## config.mk

```make
export PLATFORM = sky130hd
export DESIGN_NAME = wlvl_out
export DESIGN_NICKNAME = d
export VERILOG_FILES = /design/src/rtl/core/wlvl_pkg.sv /design/src/rtl/core/wlvl_out.sv
export VERILOG_INCLUDE_DIRS = /design/src /design/src/rtl/core
export SDC_FILE = /design/constraint.sdc
export NUM_CORES = 1
export LEC_CHECK = 0
export ABC_AREA = 1
export BUFFER_PORTS_ARGS = -buffer_cell sky130_fd_sc_hd__buf_2
export CAP_MARGIN = 20
export CORE_MARGIN = 5
export CORE_UTILIZATION = 30
export CTS_CLUSTER_DIAMETER = 120
export DETAILED_ROUTE_END_ITERATION = 6
export GPL_ROUTABILITY_DRIVEN = 1
export PLACE_DENSITY = 0.54
export SLEW_MARGIN = 20
export SYNTH_ARGS = -nofsm -noshare
export SYNTH_HDL_FRONTEND = slang
export SYNTH_SLANG_ARGS = --single-unit
```

## constraint.sdc

```tcl
create_clock -name clk -period 4.06 [get_ports clk]
set_input_delay 1.218 -clock clk [delete_from_list [all_inputs] [get_ports clk]]
set_output_delay 1.218 -clock clk [all_outputs]
set_load 0.02 [all_outputs]
```

## src/rtl/core/assert_macros.svh

```systemverilog
// Assertion helpers shared by the lighting pipeline modules.
// Each macro expects clk and rst_n to be visible where it is used.
`ifndef ASSERT_MACROS_SVH
`define ASSERT_MACROS_SVH

`define CHECK_IMPLIES(label, cond, expr, msg) \
    label: assert property (@(posedge clk) disable iff (!rst_n) (cond) |-> (expr)) \
        else $error(msg);

`define CHECK_NEXT(label, cond, expr, msg) \
    label: assert property (@(posedge clk) disable iff (!rst_n) (cond) |=> (expr)) \
        else $error(msg);

`endif

```

## src/rtl/core/wlvl_pkg.sv

```systemverilog
package wlvl_pkg;

    localparam int FRAC_BITS  = 14;
    localparam int BONE_IDX_W = 7;
    localparam int BONE_LIMIT = 1 << BONE_IDX_W;
    localparam int VEC_W      = 16;
    localparam int PROD_W     = 2 * VEC_W;
    localparam int SUM_W      = PROD_W + 2;
    localparam int WRAP_SHIFT = 2 * FRAC_BITS - 8;
    localparam int NUM_W      = 12 + WRAP_SHIFT;
    localparam int SCALED_W   = 8 + NUM_W;
    localparam int DIVIDEND_W = SCALED_W - WRAP_SHIFT;
    localparam int CFG_DATA_W = 12;
    localparam int CFG_IDX_W  = 3;

    localparam logic signed [SUM_W-1:0] COS_ONE = SUM_W'(1) <<< (2 * FRAC_BITS);
    localparam logic [11:0] WRAP_ONE = 12'd256;

    localparam logic OP_LIGHT = 1'b0;
    localparam logic OP_LOAD  = 1'b1;

    localparam logic [CFG_IDX_W-1:0] REG_AMBIENT = 3'd0;
    localparam logic [CFG_IDX_W-1:0] REG_SHADE   = 3'd1;
    localparam logic [CFG_IDX_W-1:0] REG_WRAP    = 3'd2;
    localparam logic [CFG_IDX_W-1:0] REG_RED     = 3'd3;
    localparam logic [CFG_IDX_W-1:0] REG_GREEN   = 3'd4;
    localparam logic [CFG_IDX_W-1:0] REG_BLUE    = 3'd5;

    typedef struct packed {
        logic                    opcode;
        logic [BONE_IDX_W-1:0]   bone_index;
        logic                    flat_shade;
        logic signed [VEC_W-1:0] vec_x;
        logic signed [VEC_W-1:0] vec_y;
        logic signed [VEC_W-1:0] vec_z;
    } request_t;

    typedef struct packed {
        logic [7:0] intensity;
        logic [8:0] red;
        logic [8:0] green;
        logic [8:0] blue;
    } result_t;

    typedef struct packed {
        logic signed [VEC_W-1:0] x;
        logic signed [VEC_W-1:0] y;
        logic signed [VEC_W-1:0] z;
    } vec_t;

    // Wrap holds the effective factor, never below one.
    typedef struct packed {
        logic [7:0]  ambient;
        logic [7:0]  shade;
        logic [11:0] wrap;
        logic [8:0]  red;
        logic [8:0]  green;
        logic [8:0]  blue;
    } cfg_t;

    typedef struct packed {
        logic                  valid;
        logic                  flat;
        logic                  zero;
        logic [DIVIDEND_W-1:0] dividend;
    } div_req_t;

    typedef struct packed {
        logic       valid;
        logic       flat;
        logic       zero;
        logic [7:0] quot;
    } div_rsp_t;

endpackage

```

## src/rtl/core/wlvl_out.sv

```systemverilog
`include "assert_macros.svh"

module wlvl_out
    import wlvl_pkg::*;
(
    input  logic     clk,
    input  logic     rst_n,
    input  cfg_t     cfg,
    input  div_rsp_t div_rsp,
    output logic     done,
    output result_t  result
);

    logic       lvl_valid_reg;
    logic [7:0] lvl_reg, lvl_next;
    logic [8:0] shade_drop, lit_sum, flat_sum;
    logic [9:0] shade_x4;
    logic [17:0] flat_scaled;

    logic       done_reg;
    result_t    result_reg, result_next;

    // The subtracted shade term is the rounded-up quotient; four fifths of the
    // shade level uses a reciprocal multiply that is exact over this range.
    always_comb
    begin
        shade_drop  = div_rsp.zero ? 9'd0 : (9'(div_rsp.quot) + 9'd1);
        lit_sum     = 9'(cfg.ambient) + 9'(cfg.shade) - shade_drop;
        shade_x4    = {cfg.shade, 2'b00};
        flat_scaled = 18'(shade_x4) * 18'd205;
        flat_sum    = 9'(cfg.ambient) + 9'(flat_scaled[17:10]);
        if (div_rsp.flat)
        begin
            lvl_next = flat_sum[8] ? 8'd255 : flat_sum[7:0];
        end
        else
        begin
            lvl_next = lit_sum[8] ? 8'd255 : lit_sum[7:0];
        end
    end

    always_comb
    begin
        logic [16:0] red_full, green_full, blue_full;
        red_full   = 17'(lvl_reg) * 17'(cfg.red);
        green_full = 17'(lvl_reg) * 17'(cfg.green);
        blue_full  = 17'(lvl_reg) * 17'(cfg.blue);
        result_next.intensity = lvl_reg;
        result_next.red       = red_full[16:8];
        result_next.green     = green_full[16:8];
        result_next.blue      = blue_full[16:8];
    end

    always_ff @(posedge clk or negedge rst_n)
    begin
        if (!rst_n)
        begin
            lvl_valid_reg <= 1'b0;
            done_reg      <= 1'b0;
        end
        else
        begin
            lvl_valid_reg <= div_rsp.valid;
            done_reg      <= lvl_valid_reg;
        end
    end

    always_ff @(posedge clk)
    begin
        lvl_reg    <= lvl_next;
        result_reg <= result_next;
    end

    assign done   = done_reg;
    assign result = result_reg;

    `CHECK_IMPLIES(a_floor_ambient, done, result.intensity >= $past(cfg.ambient, 2), "intensity fell below the ambient level")
    `CHECK_IMPLIES(a_red_bound, done && ($past(cfg.red) <= 9'd256), result.red <= 9'(result.intensity), "red channel exceeds intensity at unit gain or below")

endmodule
```

==> impl_summary.txt <==
----------------------------------------------------
[Status]
  Status ... finished with violations
  Failing checks ... setup timing

[Floorplanning]
  Area of the placeable core ... approximately 35000 sq um
  Number of top-level design ports ... about 100
  Effective utilization at floorplan ... 30.34%
  Die height ... 199.4 um
  Die width ... approximately 200 um
  Die Area ... slightly below 40000 sq um
  Number of standard-cell rows in the floorplan ... 69

[Timing]
  Worst rel slew slack ... 76.84%
  Setup-failing EPs final ... 35
  Worst clock skew ... roughly 0.0086 ns
  Final worst-path setup slack ... -0.6876 ns
  Worst Max-Slew Pin Slew ... 0.3438 ns
  Maximum operating frequency ... approximately 210 MHz
  Crit share post-route ... 116.9%
  RSZ-0062 raised after global routing ... yes
  Final critical-path required period ... approximately 4.7 ns
  Number of hold-slack violations in the final timing report ... 0
  Slew Viols, Final ... 0

[Detailed routing]
  Remaining DRCs ... 0
  Via density per instance ... roughly 4.4
  Number of DRC markers in iteration 0 ... 223
  Routed wire length per instance ... ~12 um
  Final routed wirelength across all metal layers ... between 20 and 30 mm
  Number of detailed-routing iterations run before antenna repair ... 4
  DR vias ... 9735
  Antenna-violating nets left ... 0

[Synthesis]
  Largest area contributor in the synthesized netlist ... fa_1
  Ranking of synthesized cells by area ... fa_1 26%, ha_1 19%, nand2_1 15%
  Total of warnings raised by yosys ... 0
  Total of flip-flops plus latches after synthesis ... 45
  Number of distinct library cells after synthesis ... 35
  Cell area after synthesis ... 10770 sq um
  Gate count after technology mapping ... between 1500 and 2000
  Avg Inst Size Synth ... between 6 and 7 sq um
  Net count after synthesis ... approximately 1900
  Fraction of synthesized cell area taken by the top area cell type ... between 20% and 30%
  Sequential share of the synthesized area ... about 8.5%

[Clock network]
  Num Clock Sinks ... 45
  Number of buffers inserted during clock tree synthesis ... 5
  Cell at the root of the clock tree ... clkbuf_16
  Clock edge transition at the registers on the reported setup and hold paths ... about 0.070 ns
  Clock Tree Buf Depth ... 2
  CTS H-tree lvls ... 2
  CTS tree ... built
  Clock latency on the worst-skew pair ... about 0.32 ns

[Final layout]
  Share of layout cells above drive strength 1 ... between 30% and 40%
  P&R area growth vs syn ... 36.61%
  Layout filler cell count ... about 3600
  Highest-count cells in the layout ignoring fill and taps ... 359 x inv_1, 358 x nand2_1, 159 x buf_4
  Combined area of the multi-input logic cells ... approximately 9300 sq um
  Nets ... about 2100
  Storage element area ... between 900 and 1000 sq um
  Max reg flops ... 35
  Summed area of non-filler cells in the final layout ... roughly 15000 sq um
  Post-Layout Cell Count ... roughly 2200
  Most common library cell in the layout ignoring fill and taps ... inv_1

[Global routing]
  Overall Global Routing Usage ... ~15%
  Initial antenna violation count ... 1
  Via count of the first global-routing pass ... about 10000
  Global-route congestion overflow total ... 0
  Global-route wire length before repair ... a little under 50 mm
  Pin count of the biggest net entering global routing ... 29

[Worst hold path]
  Path class of the lowest-slack min-delay path ... reg -> reg

[Worst setup path]
  Required time at the worst-slack endpoint ... about 4.3 ns
  Kind of cell adding the most delay to the critical path ... adder cells
  Critical path capture point type ... flip-flop
  CP max stage delay ... 0.49 ns
  Top fanout value on the critical path ... 6
  CP Data Arrival Time ... roughly 5 ns
  Startpoint class of the critical path ... input pin
  Combined buffer and inverter count along the critical path ... 5
  Crit path cell chain ... buf_12 > ha_4 > xor2_1 > ha_1 > fa_1 > inv_1 > fa_1 > inv_2 > ha_4 > nand2_4 > nor2_4 > nand2_1 > o211ai_1 > xor2_1 > inv_1 > fa_2 > inv_2 > nand4_1 > nand3_2 > nand2_2 > nand2_4 > nor2_1 > a21oi_1
  Worst-path cell with the longest stage delay ... fa_1
  Setup Crit Path Kind ... in -> reg

[Placement]
  Last weighted congestion value of the routability-driven placer ... between 0.8 and 0.9
  Placement-stage cell area ... 13370 sq um
  Hpwl dp ... between 20 and 25 mm
  Cell Count Post-Placement ... around 2200
  Worst setup timing slack at the placement stage ... -1.092 ns
  Port buffer count ... 91

[Flow run]
  Maximum Capacitance Violations ... 0

----------------------------------------------------
==> path summary, 6_finish.rpt <==
kind	to	slack, ns	start	depth (start not counted)
min	done	0.36	lvl_valid_reg	0
min reg2reg	done	0.36	lvl_valid_reg	0
max in group asynchronous	lvl_valid_reg	3.29	rst_n	1
max reg2reg	result[15]	0.14	lvl_reg[4]	16
max	lvl_reg[2]	-0.69	cfg[40]	23
min in group asynchronous	done	0.67	rst_n	1
==> routing by layer <==
metal / routed length, um / up-vias / part of all wire [%] / GRT usage, %
met4: 437 / 0 / 1.6 / 3.547
met1: 12390 / 4576 / 44 / 18.39
met3: 708 / 27 / 2.5 / 1.669
met5: 0 / - / 0 / 0
met2: 14350 / 114 / 51 / 27.30
li1: - / 5018 / - / -
==> logic make-up (layout without fill, tap and decap cells) <==
family / Yosys count / count (layout) / synth area share [%]
fa+ha+maj: 304 / 304 / 45.16
other cells: 0 / 1 / 0
simple gates: 606 / 606 / 22.65
xor+xnor: 27 / 27 / 2.196
compound gates: 101 / 101 / 5.392
flops: 45 / 45 / 8.460
buf+inv: 459 / 689 / 16.14
==> synth_stat cells <==
cell type / number
fa_1: 141
o21a_1: 1
o21bai_1: 11
ha_1: 163
clkbuf_2: 7
nand4_1: 11
a211oi_1: 1
xor2_1: 23
a21oi_1: 54
clkbuf_1: 31
buf_1: 5
o211ai_1: 1
nand3_1: 57
a31oi_1: 2
and3_1: 1
xnor2_1: 4
dfxtp_1: 43
o31ai_1: 1
nor3_1: 11
or2_2: 2
a21o_1: 7
dfrtp_1: 2
o21ai_2: 2
nand2_2: 5
nand3b_1: 4
nor3b_1: 1
and2_1: 1
inv_1: 411
nor2_2: 3
nor4_1: 1
nor2_1: 70
nand2_1: 439
o21ai_0: 17
buf_2: 5
a21boi_0: 4
==> stage by stage <==
stage	hold WS (ns)	setup TNS [ns]	utilization, %
after floorplan	0.3258	-13.40	-
after global routing	0.3708	-14.06	41.45
final	0.3595	-8.712	41.45
after global placement	0.3360	-23.08	37.69
after CTS	0.3641	-8.493	40.31
after detailed placement	0.3465	-24.38	37.69
==> area by class of cell <==
type                    instances  share of cell area (%)
multi-input cells            1038                   63.38
repair buffers                270                   14.95
inverters                     411                   10.52
flip-flops and latches         45                   6.193
well taps                     461                   3.922
clock buffers                   5                  0.8507
clock inverters                 3                  0.1701
diodes                          1                 0.01701
==> timing repair <==
| action | CTS | global route |
|---|---|---|
| pin swaps | 116 | 87 |
| hold buffers | 0 | 0 |
| endpoints found under the setup margin | 35 | 35 |
| setup buffers | 13 | 5 |
| gates resized for setup | 185 | 106 |
Power is not shown: default switching activity piles up to over one toggle a cycle in this logic, so the estimate is an artifact.
