===== src/rtl/core/assert_macros.svh =====
// Assertion helpers shared by the lighting pipeline modules.
// Each macro expects clk and rst_n to be visible where it is used.
`ifndef ASSERT_MACROS_SVH
`define ASSERT_MACROS_SVH

`define CHECK_IMPLIES(label, cond, expr, msg) \
    label: assert property (@(posedge clk) disable iff (!rst_n) (cond) |-> (expr)) \
        else $error(msg);

`define CHECK_NEXT(label, cond, expr, msg) \
    label: assert property (@(posedge clk) disable iff (!rst_n) (cond) |=> (expr)) \
        else $error(msg);

`endif


===== src/rtl/core/wlvl_pkg.sv =====
package wlvl_pkg;

    localparam int FRAC_BITS  = 14;
    localparam int BONE_IDX_W = 7;
    localparam int BONE_LIMIT = 1 << BONE_IDX_W;
    localparam int VEC_W      = 16;
    localparam int PROD_W     = 2 * VEC_W;
    localparam int SUM_W      = PROD_W + 2;
    localparam int WRAP_SHIFT = 2 * FRAC_BITS - 8;
    localparam int NUM_W      = 12 + WRAP_SHIFT;
    localparam int SCALED_W   = 8 + NUM_W;
    localparam int DIVIDEND_W = SCALED_W - WRAP_SHIFT;
    localparam int CFG_DATA_W = 12;
    localparam int CFG_IDX_W  = 3;

    localparam logic signed [SUM_W-1:0] COS_ONE = SUM_W'(1) <<< (2 * FRAC_BITS);
    localparam logic [11:0] WRAP_ONE = 12'd256;

    localparam logic OP_LIGHT = 1'b0;
    localparam logic OP_LOAD  = 1'b1;

    localparam logic [CFG_IDX_W-1:0] REG_AMBIENT = 3'd0;
    localparam logic [CFG_IDX_W-1:0] REG_SHADE   = 3'd1;
    localparam logic [CFG_IDX_W-1:0] REG_WRAP    = 3'd2;
    localparam logic [CFG_IDX_W-1:0] REG_RED     = 3'd3;
    localparam logic [CFG_IDX_W-1:0] REG_GREEN   = 3'd4;
    localparam logic [CFG_IDX_W-1:0] REG_BLUE    = 3'd5;

    typedef struct packed {
        logic                    opcode;
        logic [BONE_IDX_W-1:0]   bone_index;
        logic                    flat_shade;
        logic signed [VEC_W-1:0] vec_x;
        logic signed [VEC_W-1:0] vec_y;
        logic signed [VEC_W-1:0] vec_z;
    } request_t;

    typedef struct packed {
        logic [7:0] intensity;
        logic [8:0] red;
        logic [8:0] green;
        logic [8:0] blue;
    } result_t;

    typedef struct packed {
        logic signed [VEC_W-1:0] x;
        logic signed [VEC_W-1:0] y;
        logic signed [VEC_W-1:0] z;
    } vec_t;

    // Wrap holds the effective factor, never below one.
    typedef struct packed {
        logic [7:0]  ambient;
        logic [7:0]  shade;
        logic [11:0] wrap;
        logic [8:0]  red;
        logic [8:0]  green;
        logic [8:0]  blue;
    } cfg_t;

    typedef struct packed {
        logic                  valid;
        logic                  flat;
        logic                  zero;
        logic [DIVIDEND_W-1:0] dividend;
    } div_req_t;

    typedef struct packed {
        logic       valid;
        logic       flat;
        logic       zero;
        logic [7:0] quot;
    } div_rsp_t;

endpackage


===== src/rtl/core/wlvl_dot.sv =====
module wlvl_dot
    import wlvl_pkg::*;
(
    input  logic     clk,
    input  logic     rst_n,
    input  cfg_t     cfg,
    input  logic     in_valid,
    input  logic     in_flat,
    input  logic     in_range,
    input  vec_t     normal,
    input  vec_t     light,
    output div_req_t div_req
);

    logic s1_valid_reg, s1_flat_reg, s1_range_reg;
    vec_t s1_normal_reg;

    logic s2_valid_reg, s2_flat_reg;
    logic signed [PROD_W-1:0] s2_px_reg, s2_py_reg, s2_pz_reg;
    logic signed [PROD_W-1:0] s2_px_next, s2_py_next, s2_pz_next;
    vec_t light_sel;

    logic s3_valid_reg, s3_flat_reg;
    logic signed [SUM_W-1:0] s3_cos_reg, s3_cos_next, dot_sum;

    logic s4_valid_reg, s4_flat_reg, s4_pos_reg, s4_pos_next;
    logic [NUM_W-1:0] s4_num_reg;
    logic signed [SUM_W-1:0] num_full, wrap_offset;

    logic s5_valid_reg, s5_flat_reg, s5_zero_reg;
    logic [SCALED_W-1:0] s5_scaled_reg, s5_scaled_next;

    logic s6_valid_reg, s6_flat_reg, s6_zero_reg, s6_zero_next;
    logic [DIVIDEND_W-1:0] s6_dividend_reg;
    logic [SCALED_W-1:0] scaled_dec;

    always_ff @(posedge clk or negedge rst_n)
    begin
        if (!rst_n)
        begin
            s1_valid_reg <= 1'b0;
            s2_valid_reg <= 1'b0;
            s3_valid_reg <= 1'b0;
            s4_valid_reg <= 1'b0;
            s5_valid_reg <= 1'b0;
            s6_valid_reg <= 1'b0;
        end
        else
        begin
            s1_valid_reg <= in_valid;
            s2_valid_reg <= s1_valid_reg;
            s3_valid_reg <= s2_valid_reg;
            s4_valid_reg <= s3_valid_reg;
            s5_valid_reg <= s4_valid_reg;
            s6_valid_reg <= s5_valid_reg;
        end
    end

    // A bone outside the table lights with a zero vector.
    always_comb
    begin
        light_sel = s1_range_reg ? light : '0;
        s2_px_next = PROD_W'(s1_normal_reg.x) * PROD_W'(light_sel.x);
        s2_py_next = PROD_W'(s1_normal_reg.y) * PROD_W'(light_sel.y);
        s2_pz_next = PROD_W'(s1_normal_reg.z) * PROD_W'(light_sel.z);
    end

    always_comb
    begin
        dot_sum = SUM_W'(s2_px_reg) + SUM_W'(s2_py_reg) + SUM_W'(s2_pz_reg);
        s3_cos_next = (dot_sum > COS_ONE) ? COS_ONE : dot_sum;
    end

    always_comb
    begin
        wrap_offset = SUM_W'(cfg.wrap - WRAP_ONE) <<< WRAP_SHIFT;
        num_full = s3_cos_reg + wrap_offset;
        s4_pos_next = !num_full[SUM_W-1] && (num_full != '0);
    end

    assign s5_scaled_next = SCALED_W'(cfg.shade) * SCALED_W'(s4_num_reg);

    always_comb
    begin
        scaled_dec = s5_scaled_reg - SCALED_W'(1);
        s6_zero_next = s5_zero_reg || (s5_scaled_reg == '0);
    end

    always_ff @(posedge clk)
    begin
        s1_flat_reg     <= in_flat;
        s1_range_reg    <= in_range;
        s1_normal_reg   <= normal;
        s2_flat_reg     <= s1_flat_reg;
        s2_px_reg       <= s2_px_next;
        s2_py_reg       <= s2_py_next;
        s2_pz_reg       <= s2_pz_next;
        s3_flat_reg     <= s2_flat_reg;
        s3_cos_reg      <= s3_cos_next;
        s4_flat_reg     <= s3_flat_reg;
        s4_pos_reg      <= s4_pos_next;
        s4_num_reg      <= num_full[NUM_W-1:0];
        s5_flat_reg     <= s4_flat_reg;
        s5_zero_reg     <= !s4_pos_reg;
        s5_scaled_reg   <= s5_scaled_next;
        s6_flat_reg     <= s5_flat_reg;
        s6_zero_reg     <= s6_zero_next;
        s6_dividend_reg <= scaled_dec[SCALED_W-1:WRAP_SHIFT];
    end

    assign div_req.valid    = s6_valid_reg;
    assign div_req.flat     = s6_flat_reg;
    assign div_req.zero     = s6_zero_reg;
    assign div_req.dividend = s6_dividend_reg;

endmodule


===== config.mk =====
export PLATFORM = sky130hd
export DESIGN_NAME = wlvl_dot
export DESIGN_NICKNAME = d
export VERILOG_FILES = /design/src/rtl/core/assert_macros.svh /design/src/rtl/core/wlvl_pkg.sv /design/src/rtl/core/wlvl_dot.sv
export SDC_FILE = /design/constraint.sdc
export NUM_CORES = 2
export LEC_CHECK = 0
export ABC_AREA = 1
export BUFFER_PORTS_ARGS = -buffer_cell sky130_fd_sc_hd__clkbuf_2
export CAP_MARGIN = 10
export CORE_UTILIZATION = 65
export CTS_BUF_LIST = sky130_fd_sc_hd__clkbuf_2
export CTS_CLUSTER_DIAMETER = 30
export DETAILED_ROUTE_END_ITERATION = 8
export GPL_ROUTABILITY_DRIVEN = 1
export PLACE_DENSITY = 0.88
export SLEW_MARGIN = 5
export SYNTH_ARGS = -nofsm -noshare
export SYNTH_HDL_FRONTEND = slang
export SYNTH_SLANG_ARGS = --single-unit

===== constraint.sdc =====
create_clock -name clk -period 15.9 [get_ports clk]
set_clock_uncertainty 0.05 [all_clocks]
set_input_delay 3.18 -clock clk [delete_from_list [all_inputs] [get_ports clk]]
set_output_delay 3.18 -clock clk [all_outputs]
set_load 0.02 [all_outputs]

==> results_dict.tcl <==
set metrics [dict create \
    outcome "complete, no violations" \
    utilization_pct 69.2 \
    yosys-top-cells-count "1386 x inv_1, 1124 x nand2_1, 1000 x fa_1" \
    crit_path_end_kind "flip-flop" \
    synth-xor-area-share_pct 3.37 \
    cts_resized 0 \
    totalWireLength_um 117000 \
    ant_nets 0 \
    grt_pass1_wl_um 195000 \
    synthSimpleGateAreaFrac_pct 16.1 \
    synth_compound_area_share_pct 4.53 \
    dp.cells 6619 \
    fin_cells 6762 \
    post-route-period-util_pct 54.9 \
    yosysTopAreaCellShare_pct 42.1 \
    fp.coreArea_mm2 0.0720 \
    drive_gt1_share_pct 6.59 \
    grt_max_degree 52 \
    clk_pin_slew_ps 100 \
    cts-root-buf "clkbuf_2" \
    die_h_um 273 \
    vias 37100 \
    start_kind "input pin" \
    synth-edff-count 0 \
    crit_fanout 15 \
    synth_most_common_cell "inv_1" \
    syn_area_mm2 0.0476 \
    layout.nets 7255 \
    arrival_ps 9710 \
    synth_cell_types 48 \
    muxShareOfSynthArea_pct 0 \
    clk_path_buf_depth 3 \
    ctsHoldBuffers 0 \
    worst-r2r-setup-slack_ps 8220 \
    drc 0 \
    dp_hpwl_um 98800 \
    die_w_um 273 \
    grt_pass1_vias 39900 \
    drt-initial-drc-count 2630 \
    avgSynthCellArea_um2 8.39 \
    grt_use_total_pct 33.3 \
    htree_levels 3 \
    area_growth_pct 4.61 \
    place.gp.congestion 1.03 \
    rows 98 \
    post_cts_buffers 0 \
    syn_inst 5674 \
    post-route-min-period_ps 8730 \
    rsz0062_at_grt "no" \
    slew-limit-headroom_pct 43.1 \
    antenna_found_initial 7 \
    largest_reg_flops 48 \
    tritoncts "yes" \
    final_hold_viol_count 0 \
    cts_made_buffers 76 \
    critPathKind "input pin to flip-flop" \
    initial_core_util_pct 66.1 \
    io_buffers 143 \
    worstSkewPairLatency_ps 1150 \
    synth-seq-cells 286 \
    fmax_mhz 115 \
    synth_top_family_by_area "adder cells" \
    finalMaxSlewViolations 0 \
    synth_adder_area_share_pct 51.3 \
    max-cap-violations 0 \
    hold_class "flip-flop to flip-flop" \
    grt-ovfl-total 0 \
    dieArea_mm2 0.0743 \
    syn-num-nets 7182 \
    via_per_inst 5.48 \
    final_area_mm2 0.0498 \
    cp.required_ps 16870 \
    io_pins 179 \
    yosys-top-cells-area "fa_1 42%, dfxtp_1 12%, inv_1 11%" \
    synth_warnings 0 \
    place_area_mm2 0.0489 \
    drt-pass1-iter-count 6 \
    cts.sinks 286 \
    ys.flop_type "dfxtp_1" \
    yosysTopAreaCell "fa_1" \
    setup_violations 0 \
    finalSetupTns_ps 0 \
    synthArstFlopShare_pct 2.10 \
    wl_per_cell_um 17.3 \
    ys_seq_area_share_pct 12.1 \
    worst_pin_slew_ps 852 \
]
-- critical path, cell delays in order --
cell and delay, ps:
clkbuf_2 70, nand2_1 410, inv_1 330, nand2_1 150, fa_1 530, inv_1 70
fa_1 710, inv_1 200, fa_1 470, fa_1 540, inv_1 50, fa_1 540
fa_1 420, ha_1 380, nand2_1 150, nor4_1 460, o21ai_0 200, nand3_1 210
a31oi_1 190, o21ai_0 240, xor2_1 170
-- cells by family after synthesis --
logic type               count (synthesis)
flip-flops                             286
buffers and inverters                 1577
AND/OR/NAND/NOR                       1905
adder cells (fa/ha/maj)               1352
AO/OA/AOI/OAI                          371
XOR/XNOR                               183
-- cell usage in the layout (no fill, tap or decap), drive strengths merged, types with 6 or more instances in the layout --
cell and count:
o21bai 16, xnor2 86, a21o 18, a31oi 20
fa 1000, clkbuf 243, xor2 97, nor2 586
nor3 15, inv 1407, nor4 13, and2 6
nand3 90, clkinv 47, dfrtp 6, o21ai 92
o211ai 6, dfxtp 280, nand3b 6, ha 352
a21oi 201, nand4 25, nand2 1146, or2 13
bufinv 9
-- path summary, 6_finish.rpt --
check,depth (start not counted),startpoint,end
max,21,light[21],s2_py_reg[29]
min,0,s1_flat_reg,s2_flat_reg
max reg2reg,21,s1_range_reg,s2_py_reg[29]
min reg2reg,0,s1_flat_reg,s2_flat_reg
max in group asynchronous,1,rst_n,s1_valid_reg
min in group asynchronous,1,rst_n,s4_valid_reg
-- final cells by class --
| cell class | count | area, um^2 |
|---|---|---|
| Multi-Input combinational cell | 3811 | 35800 |
| Tap cell | 950 | 1190 |
| Inverter | 1425 | 5350 |
| Clock inverter | 39 | 409 |
| Fill cell | 5557 | 22200 |
| Timing Repair Buffer | 147 | 746 |
| Antenna cell | 4 | 10.0 |
| Clock buffer | 100 | 500 |
| Sequential cell | 286 | 5760 |
-- per-layer routing --
layer | global-route usage, % | wire length, um | up-vias
li1 | - | - | 16700
met1 | 40.4 | 42800 | 18200
met2 | 58.0 | 58500 | 1751
met3 | 6.19 | 9850 | 390
met4 | 14.4 | 5510 | 10
met5 | 0 | 62 | -
-- through the flow --
step / hold slack, ps / worst slack (ps)
detailed placement: 262 / 6240
global placement: 260 / 6430
finish: 258 / 7170
CTS: 214 / 7420
floorplan: 260 / 7310
global route: 253 / 6850
Power is left out: the tool's default activity adds up to more than one toggle a clock period on the data nets, which glitch-free logic cannot reach.
