**src/rtl/core/assert_macros.svh**
```systemverilog
// Assertion helpers shared by the lighting pipeline modules.
// Each macro expects clk and rst_n to be visible where it is used.
`ifndef ASSERT_MACROS_SVH
`define ASSERT_MACROS_SVH

`define CHECK_IMPLIES(label, cond, expr, msg) \
    label: assert property (@(posedge clk) disable iff (!rst_n) (cond) |-> (expr)) \
        else $error(msg);

`define CHECK_NEXT(label, cond, expr, msg) \
    label: assert property (@(posedge clk) disable iff (!rst_n) (cond) |=> (expr)) \
        else $error(msg);

`endif

```
**src/rtl/core/wlvl_pkg.sv**
```systemverilog
package wlvl_pkg;

    localparam int FRAC_BITS  = 14;
    localparam int BONE_IDX_W = 7;
    localparam int BONE_LIMIT = 1 << BONE_IDX_W;
    localparam int VEC_W      = 16;
    localparam int PROD_W     = 2 * VEC_W;
    localparam int SUM_W      = PROD_W + 2;
    localparam int WRAP_SHIFT = 2 * FRAC_BITS - 8;
    localparam int NUM_W      = 12 + WRAP_SHIFT;
    localparam int SCALED_W   = 8 + NUM_W;
    localparam int DIVIDEND_W = SCALED_W - WRAP_SHIFT;
    localparam int CFG_DATA_W = 12;
    localparam int CFG_IDX_W  = 3;

    localparam logic signed [SUM_W-1:0] COS_ONE = SUM_W'(1) <<< (2 * FRAC_BITS);
    localparam logic [11:0] WRAP_ONE = 12'd256;

    localparam logic OP_LIGHT = 1'b0;
    localparam logic OP_LOAD  = 1'b1;

    localparam logic [CFG_IDX_W-1:0] REG_AMBIENT = 3'd0;
    localparam logic [CFG_IDX_W-1:0] REG_SHADE   = 3'd1;
    localparam logic [CFG_IDX_W-1:0] REG_WRAP    = 3'd2;
    localparam logic [CFG_IDX_W-1:0] REG_RED     = 3'd3;
    localparam logic [CFG_IDX_W-1:0] REG_GREEN   = 3'd4;
    localparam logic [CFG_IDX_W-1:0] REG_BLUE    = 3'd5;

    typedef struct packed {
        logic                    opcode;
        logic [BONE_IDX_W-1:0]   bone_index;
        logic                    flat_shade;
        logic signed [VEC_W-1:0] vec_x;
        logic signed [VEC_W-1:0] vec_y;
        logic signed [VEC_W-1:0] vec_z;
    } request_t;

    typedef struct packed {
        logic [7:0] intensity;
        logic [8:0] red;
        logic [8:0] green;
        logic [8:0] blue;
    } result_t;

    typedef struct packed {
        logic signed [VEC_W-1:0] x;
        logic signed [VEC_W-1:0] y;
        logic signed [VEC_W-1:0] z;
    } vec_t;

    // Wrap holds the effective factor, never below one.
    typedef struct packed {
        logic [7:0]  ambient;
        logic [7:0]  shade;
        logic [11:0] wrap;
        logic [8:0]  red;
        logic [8:0]  green;
        logic [8:0]  blue;
    } cfg_t;

    typedef struct packed {
        logic                  valid;
        logic                  flat;
        logic                  zero;
        logic [DIVIDEND_W-1:0] dividend;
    } div_req_t;

    typedef struct packed {
        logic       valid;
        logic       flat;
        logic       zero;
        logic [7:0] quot;
    } div_rsp_t;

endpackage

```
**src/rtl/core/wlvl_div.sv**
```systemverilog
module wlvl_div
    import wlvl_pkg::*;
(
    input  logic        clk,
    input  logic        rst_n,
    input  logic [11:0] wrap,
    input  div_req_t    div_req,
    output div_rsp_t    div_rsp
);

    localparam int QUOT_W = 8;
    localparam int STEPS  = 2;
    localparam int STAGES = QUOT_W / STEPS;

    logic                  valid_reg     [STAGES];
    logic                  flat_reg      [STAGES];
    logic                  zero_reg      [STAGES];
    logic [DIVIDEND_W-1:0] rem_reg       [STAGES];
    logic [QUOT_W-1:0]     quot_reg      [STAGES];
    logic [DIVIDEND_W-1:0] rem_next      [STAGES];
    logic [QUOT_W-1:0]     quot_next     [STAGES];

    for (genvar g = 0; g < STAGES; g++)
    begin : g_stage
        logic                  valid_in, flat_in, zero_in;
        logic [DIVIDEND_W-1:0] rem_in;
        logic [QUOT_W-1:0]     quot_in;

        if (g == 0)
        begin : g_first
            assign valid_in = div_req.valid;
            assign flat_in  = div_req.flat;
            assign zero_in  = div_req.zero;
            assign rem_in   = div_req.dividend;
            assign quot_in  = '0;
        end
        else
        begin : g_rest
            assign valid_in = valid_reg[g-1];
            assign flat_in  = flat_reg[g-1];
            assign zero_in  = zero_reg[g-1];
            assign rem_in   = rem_reg[g-1];
            assign quot_in  = quot_reg[g-1];
        end

        // Restoring division, two quotient bits per stage, most significant first.
        always_comb
        begin
            logic [DIVIDEND_W-1:0] rem_work;
            logic [DIVIDEND_W-1:0] trial;
            logic [QUOT_W-1:0]     quot_work;
            int                    k;
            rem_work  = rem_in;
            quot_work = quot_in;
            for (int s = 0; s < STEPS; s++)
            begin
                k = QUOT_W - 1 - g * STEPS - s;
                trial = DIVIDEND_W'(wrap) << k;
                if (rem_work >= trial)
                begin
                    rem_work = rem_work - trial;
                    quot_work[3'(k)] = 1'b1;
                end
            end
            rem_next[g]  = rem_work;
            quot_next[g] = quot_work;
        end

        always_ff @(posedge clk or negedge rst_n)
        begin
            if (!rst_n)
            begin
                valid_reg[g] <= 1'b0;
            end
            else
            begin
                valid_reg[g] <= valid_in;
            end
        end

        always_ff @(posedge clk)
        begin
            flat_reg[g] <= flat_in;
            zero_reg[g] <= zero_in;
            rem_reg[g]  <= rem_next[g];
            quot_reg[g] <= quot_next[g];
        end
    end

    assign div_rsp.valid = valid_reg[STAGES-1];
    assign div_rsp.flat  = flat_reg[STAGES-1];
    assign div_rsp.zero  = zero_reg[STAGES-1];
    assign div_rsp.quot  = quot_reg[STAGES-1];

endmodule

```
**config.mk**
```make
export PLATFORM = sky130hd
export DESIGN_NAME = wlvl_div
export DESIGN_NICKNAME = d
export VERILOG_FILES = /design/src/rtl/core/assert_macros.svh /design/src/rtl/core/wlvl_pkg.sv /design/src/rtl/core/wlvl_div.sv
export SDC_FILE = /design/constraint.sdc
export NUM_CORES = 1
export LEC_CHECK = 0
export ABC_CLOCK_PERIOD_IN_PS = 4510
export CORE_ASPECT_RATIO = 0.7
export CORE_MARGIN = 2
export CORE_UTILIZATION = 42
export DETAILED_ROUTE_END_ITERATION = 8
export DONT_BUFFER_PORTS = 1
export SLEW_MARGIN = 20
export SYNTH_ARGS = -nofsm -noshare
export SYNTH_HDL_FRONTEND = slang
export SYNTH_SLANG_ARGS = --single-unit
```
**constraint.sdc**
```tcl
create_clock -name clk -period 4.51 [get_ports clk]
set_input_delay 0 -clock clk [delete_from_list [all_inputs] [get_ports clk]]
set_output_delay 0 -clock clk [all_outputs]
set_load 0.03 [all_outputs]
```
==> impl_metrics.tcl <==
set metrics [dict create \
    status "completed" \
    wirelength_mm 22.5 \
    cts.clk_slew.worst_paths_ns 0.06 \
    drv_cap 0 \
    yosysTopAreaCellShare_pct 20.0 \
    chipWidth_um 163 \
    synth_area_leaders "dfxtp_1, ha_1, xnor2_1, a21oi_1, mux2_2" \
    max-vdd-ir-drop_mv 0.359 \
    syn_to_final_growth_pct 28.8 \
    min_to "rem_reg[0][18]" \
    seqPwrFrac_pct 14.1 \
    hpwl_mm 17.8 \
    antenna_cells 0 \
    die_area_um2 18700 \
    period_minus_slack_ns 4.46 \
    clkPwrFrac_pct 8.6 \
    synth_cell_types 77 \
    syn_area_per_cell_um2 8.35 \
    start_util_pct 42.9 \
    htreeDepth 3 \
    hp-class "primary input to register" \
    clkLatencyLatePin_ns 0.35 \
    final_layout_size_suffix_gt1_share_pct 25.1 \
    port_buffers 0 \
    final.setup.worst_slack_ns 0.0507 \
    first_iter_violations 613 \
    grt_remaining_overflow 0 \
    r2r_start "rem_reg[1][14]" \
    worst_setup_path_end_kind "register" \
    fmax_ghz 0.224 \
    fin_cells 1267 \
    synth_commonest_cells "ha_1, nor2_1, a21oi_1, dfxtp_1, nand2_1" \
    largest_reg_flops 60 \
    synth.most_common_cell "ha_1" \
    place_congestion 0.924 \
    cp.arrival_ns 4.74 \
    rsz0062_at_grt "yes" \
    drt-wirelength-per-cell_um 17.7 \
    power-per-cell-area_nw_per_um2 883 \
    cts_tree "built" \
    routed_via_density 5.53 \
    p_leak_nw 4.28 \
    grt_pass1_wl_mm 34.4 \
    nets 1172 \
    finalMaxSlewViolations 0 \
    synth_ff_type "dfxtp_1" \
    worstMarginPinSlew_ns 0.670 \
    grt_pass1_vias 6285 \
    postRouteAntennaNets 0 \
    hold_depth 3 \
    ys_warn_count 0 \
    first_pass_iters 5 \
    via_count 7002 \
    antenna_found_initial 0 \
    r2r_cells 19 \
    power.switching_w 0.00371 \
    place_inst 1217 \
    num_rows 40 \
    ys_seq_area_share_pct 21.4 \
    multiInputGateArea_um2 5840 \
    hold_violations 0 \
    crit_fanout 12 \
    ios 48 \
    ff2ff_setup_slack_ns 0.08 \
    swShare_pct 44.2 \
    startpoint_type "primary input" \
    slew-limit-headroom_pct 55.0 \
    syn-instance-count 885 \
    ctsLongestPathBuffers 2 \
    die_h_um 115 \
    grt_usage_pct 23.9 \
    seq_area_um2 1590 \
    syn_area_um2 7390 \
    fin_crit_sh_pct 98.9 \
    worstSetupPathType "primary input to register" \
    grt_max_degree 19 \
    nFillCells 1539 \
    post-place-ws_ns -0.109 \
    root_buffer "clkbuf_16" \
    synth_seq_cells 78 \
    setup_viol 0 \
    core-area_um2 17200 \
    synth_top_area_cell "dfxtp_1" \
    synth_edf_count 0 \
    cp.required_ns 4.79 \
    drc_errors 0 \
    combPwrFrac_pct 77.3 \
    async_reset_ff_share_pct 5.13 \
    skew_ns 0.00734 \
    hp-start "div_req[18]" \
    cts.sinks 78 \
    intPower_w 0.00469 \
    r2r_end "rem_reg[2][19]" \
    cts_made_buffers 9 \
]
==> per-layer routing <==
layer	GRT usage [%]	wire, um	vias up
met5	0	0	-
met4	4.37	174	0
li1	-	-	3533
met3	4.51	1470	14
met2	31.7	8450	204
met1	39.1	12400	3251
==> cell type report <==
type | count | share of cell area [%]
Inverter | 54 | 2.17
Clock buffer | 11 | 2.44
Sequential cell | 78 | 16.7
Timing Repair Buffer | 153 | 13.9
Multi-Input combinational cell | 736 | 61.3
Tap cell | 231 | 3.04
Clock inverter | 4 | 0.526
==> metrics by stage <==
| stage | setup TNS, ns | util [%] | total power, W | instance area (um2) | hold slack (ns) |
|---|---|---|---|---|---|
| after floorplan | -0.0155 | - | 0.00540 | 7460 | -0.296 |
| after global placement | -0.00885 | 49.8 | 0.00698 | 8570 | -0.296 |
| after detailed placement | -0.764 | 49.8 | 0.00702 | 8570 | -0.296 |
| after CTS | 0 | 52.8 | 0.00789 | 9090 | 0.0109 |
| after global routing | -0.398 | 55.3 | 0.00912 | 9520 | 0.0483 |
| final | 0 | 55.3 | 0.00840 | 9520 | 0.0260 |
==> critical path, cell delays in order <==
cell and delay [ns]:
inv_1 0.26, ha_1 0.34, nand4_1 0.12, nor3_1 0.08, o41ai_2 0.44, nand2_1 0.14, a211o_4 0.37, nor2_1 0.09
a21oi_1 0.08, fa_1 0.44, a21o_1 0.19, a21oi_2 0.18, o21ai_0 0.14, a21oi_2 0.21, o22ai_1 0.13, o21ba_2 0.26
nor4_4 0.34, buf_12 0.19, mux2i_1 0.18, dlygate4sd3_1 0.56
==> kinds of logic (layout without fill, tap and decap cells) <==
group / after synthesis / after routing / synth area share [%]
simple gates: 268 / 268 / 18.5
compound gates: 251 / 251 / 22.7
fa+ha+maj: 103 / 103 / 18.1
flops: 78 / 78 / 21.4
buf+inv: 74 / 222 / 4.49
xor+xnor: 66 / 66 / 7.82
mux: 44 / 44 / 6.94
other cells: 1 / 4 / 0.0507
==> power by group through the flow <==
stage | clock, W | sequential (W) | combinational, W
finish | 0.000720 | 0.00119 | 0.00649
global route | 0.000762 | 0.00122 | 0.00714
CTS | 0.000738 | 0.00118 | 0.00597
detailed placement | 0 | 0.00119 | 0.00583
global placement | 0 | 0.00119 | 0.00579
floorplan | 0 | 0.00113 | 0.00427
==> how the worst max path moves through the flow <==
| stage | startpoint | endpoint | slack (ns) | cells after the start |
|---|---|---|---|---|
| 6_report | wrap[6] | rem_reg[0][6] | 0.05 | 20 |
| 5_1_grt | wrap[6] | rem_reg[0][6] | -0.14 | 20 |
| 4_1_cts | rem_reg[1][4] | rem_reg[2][3] | 0.004 | 16 |
| 3_5_place_dp | rem_reg[1][4] | rem_reg[2][3] | -0.11 | 16 |
| 3_3_place_gp | wrap[1] | quot_reg[3][0] | -0.006 | 23 |
| 2_1_floorplan | wrap[1] | rem_reg[2][3] | -0.01 | 18 |
==> what timing repair did <==
item,CTS,global route
endpoints found under the setup margin,16,42
gates cloned,0,2
hold buffers,18,0
pin swaps,4,25
resized for setup,12,68
buffers inserted,2,14
hold endpoints to repair,20,0
==> cells in the final DEF (no fill, tap or decap), types with 5 or more instances in the layout <==
cell type      count
and3_1             7
buf_12             5
xor2_1            20
o21ai_1            9
a21oi_2            6
nor2b_1           12
and2_1             9
o21bai_1          13
xnor2_1           45
or3_1              9
dfxtp_1           71
o21ai_2            8
nand4_1           14
nand2b_1           8
or2_2              8
dlygate4sd3_1     18
clkbuf_16         11
mux2_4             9
nor3_1            21
a211oi_1           5
nand2_1           58
o31ai_1            6
ha_1              90
a21o_1            33
mux2i_1            7
a21oi_1           67
mux2_2            28
fa_1               6
nand3_1           14
buf_4            123
o21ai_0           34
o21a_1            10
a31oi_1            5
nor2_1            72
inv_1             53
ha_4               5
No activity file was read; power rests on OpenSTA's default activity.
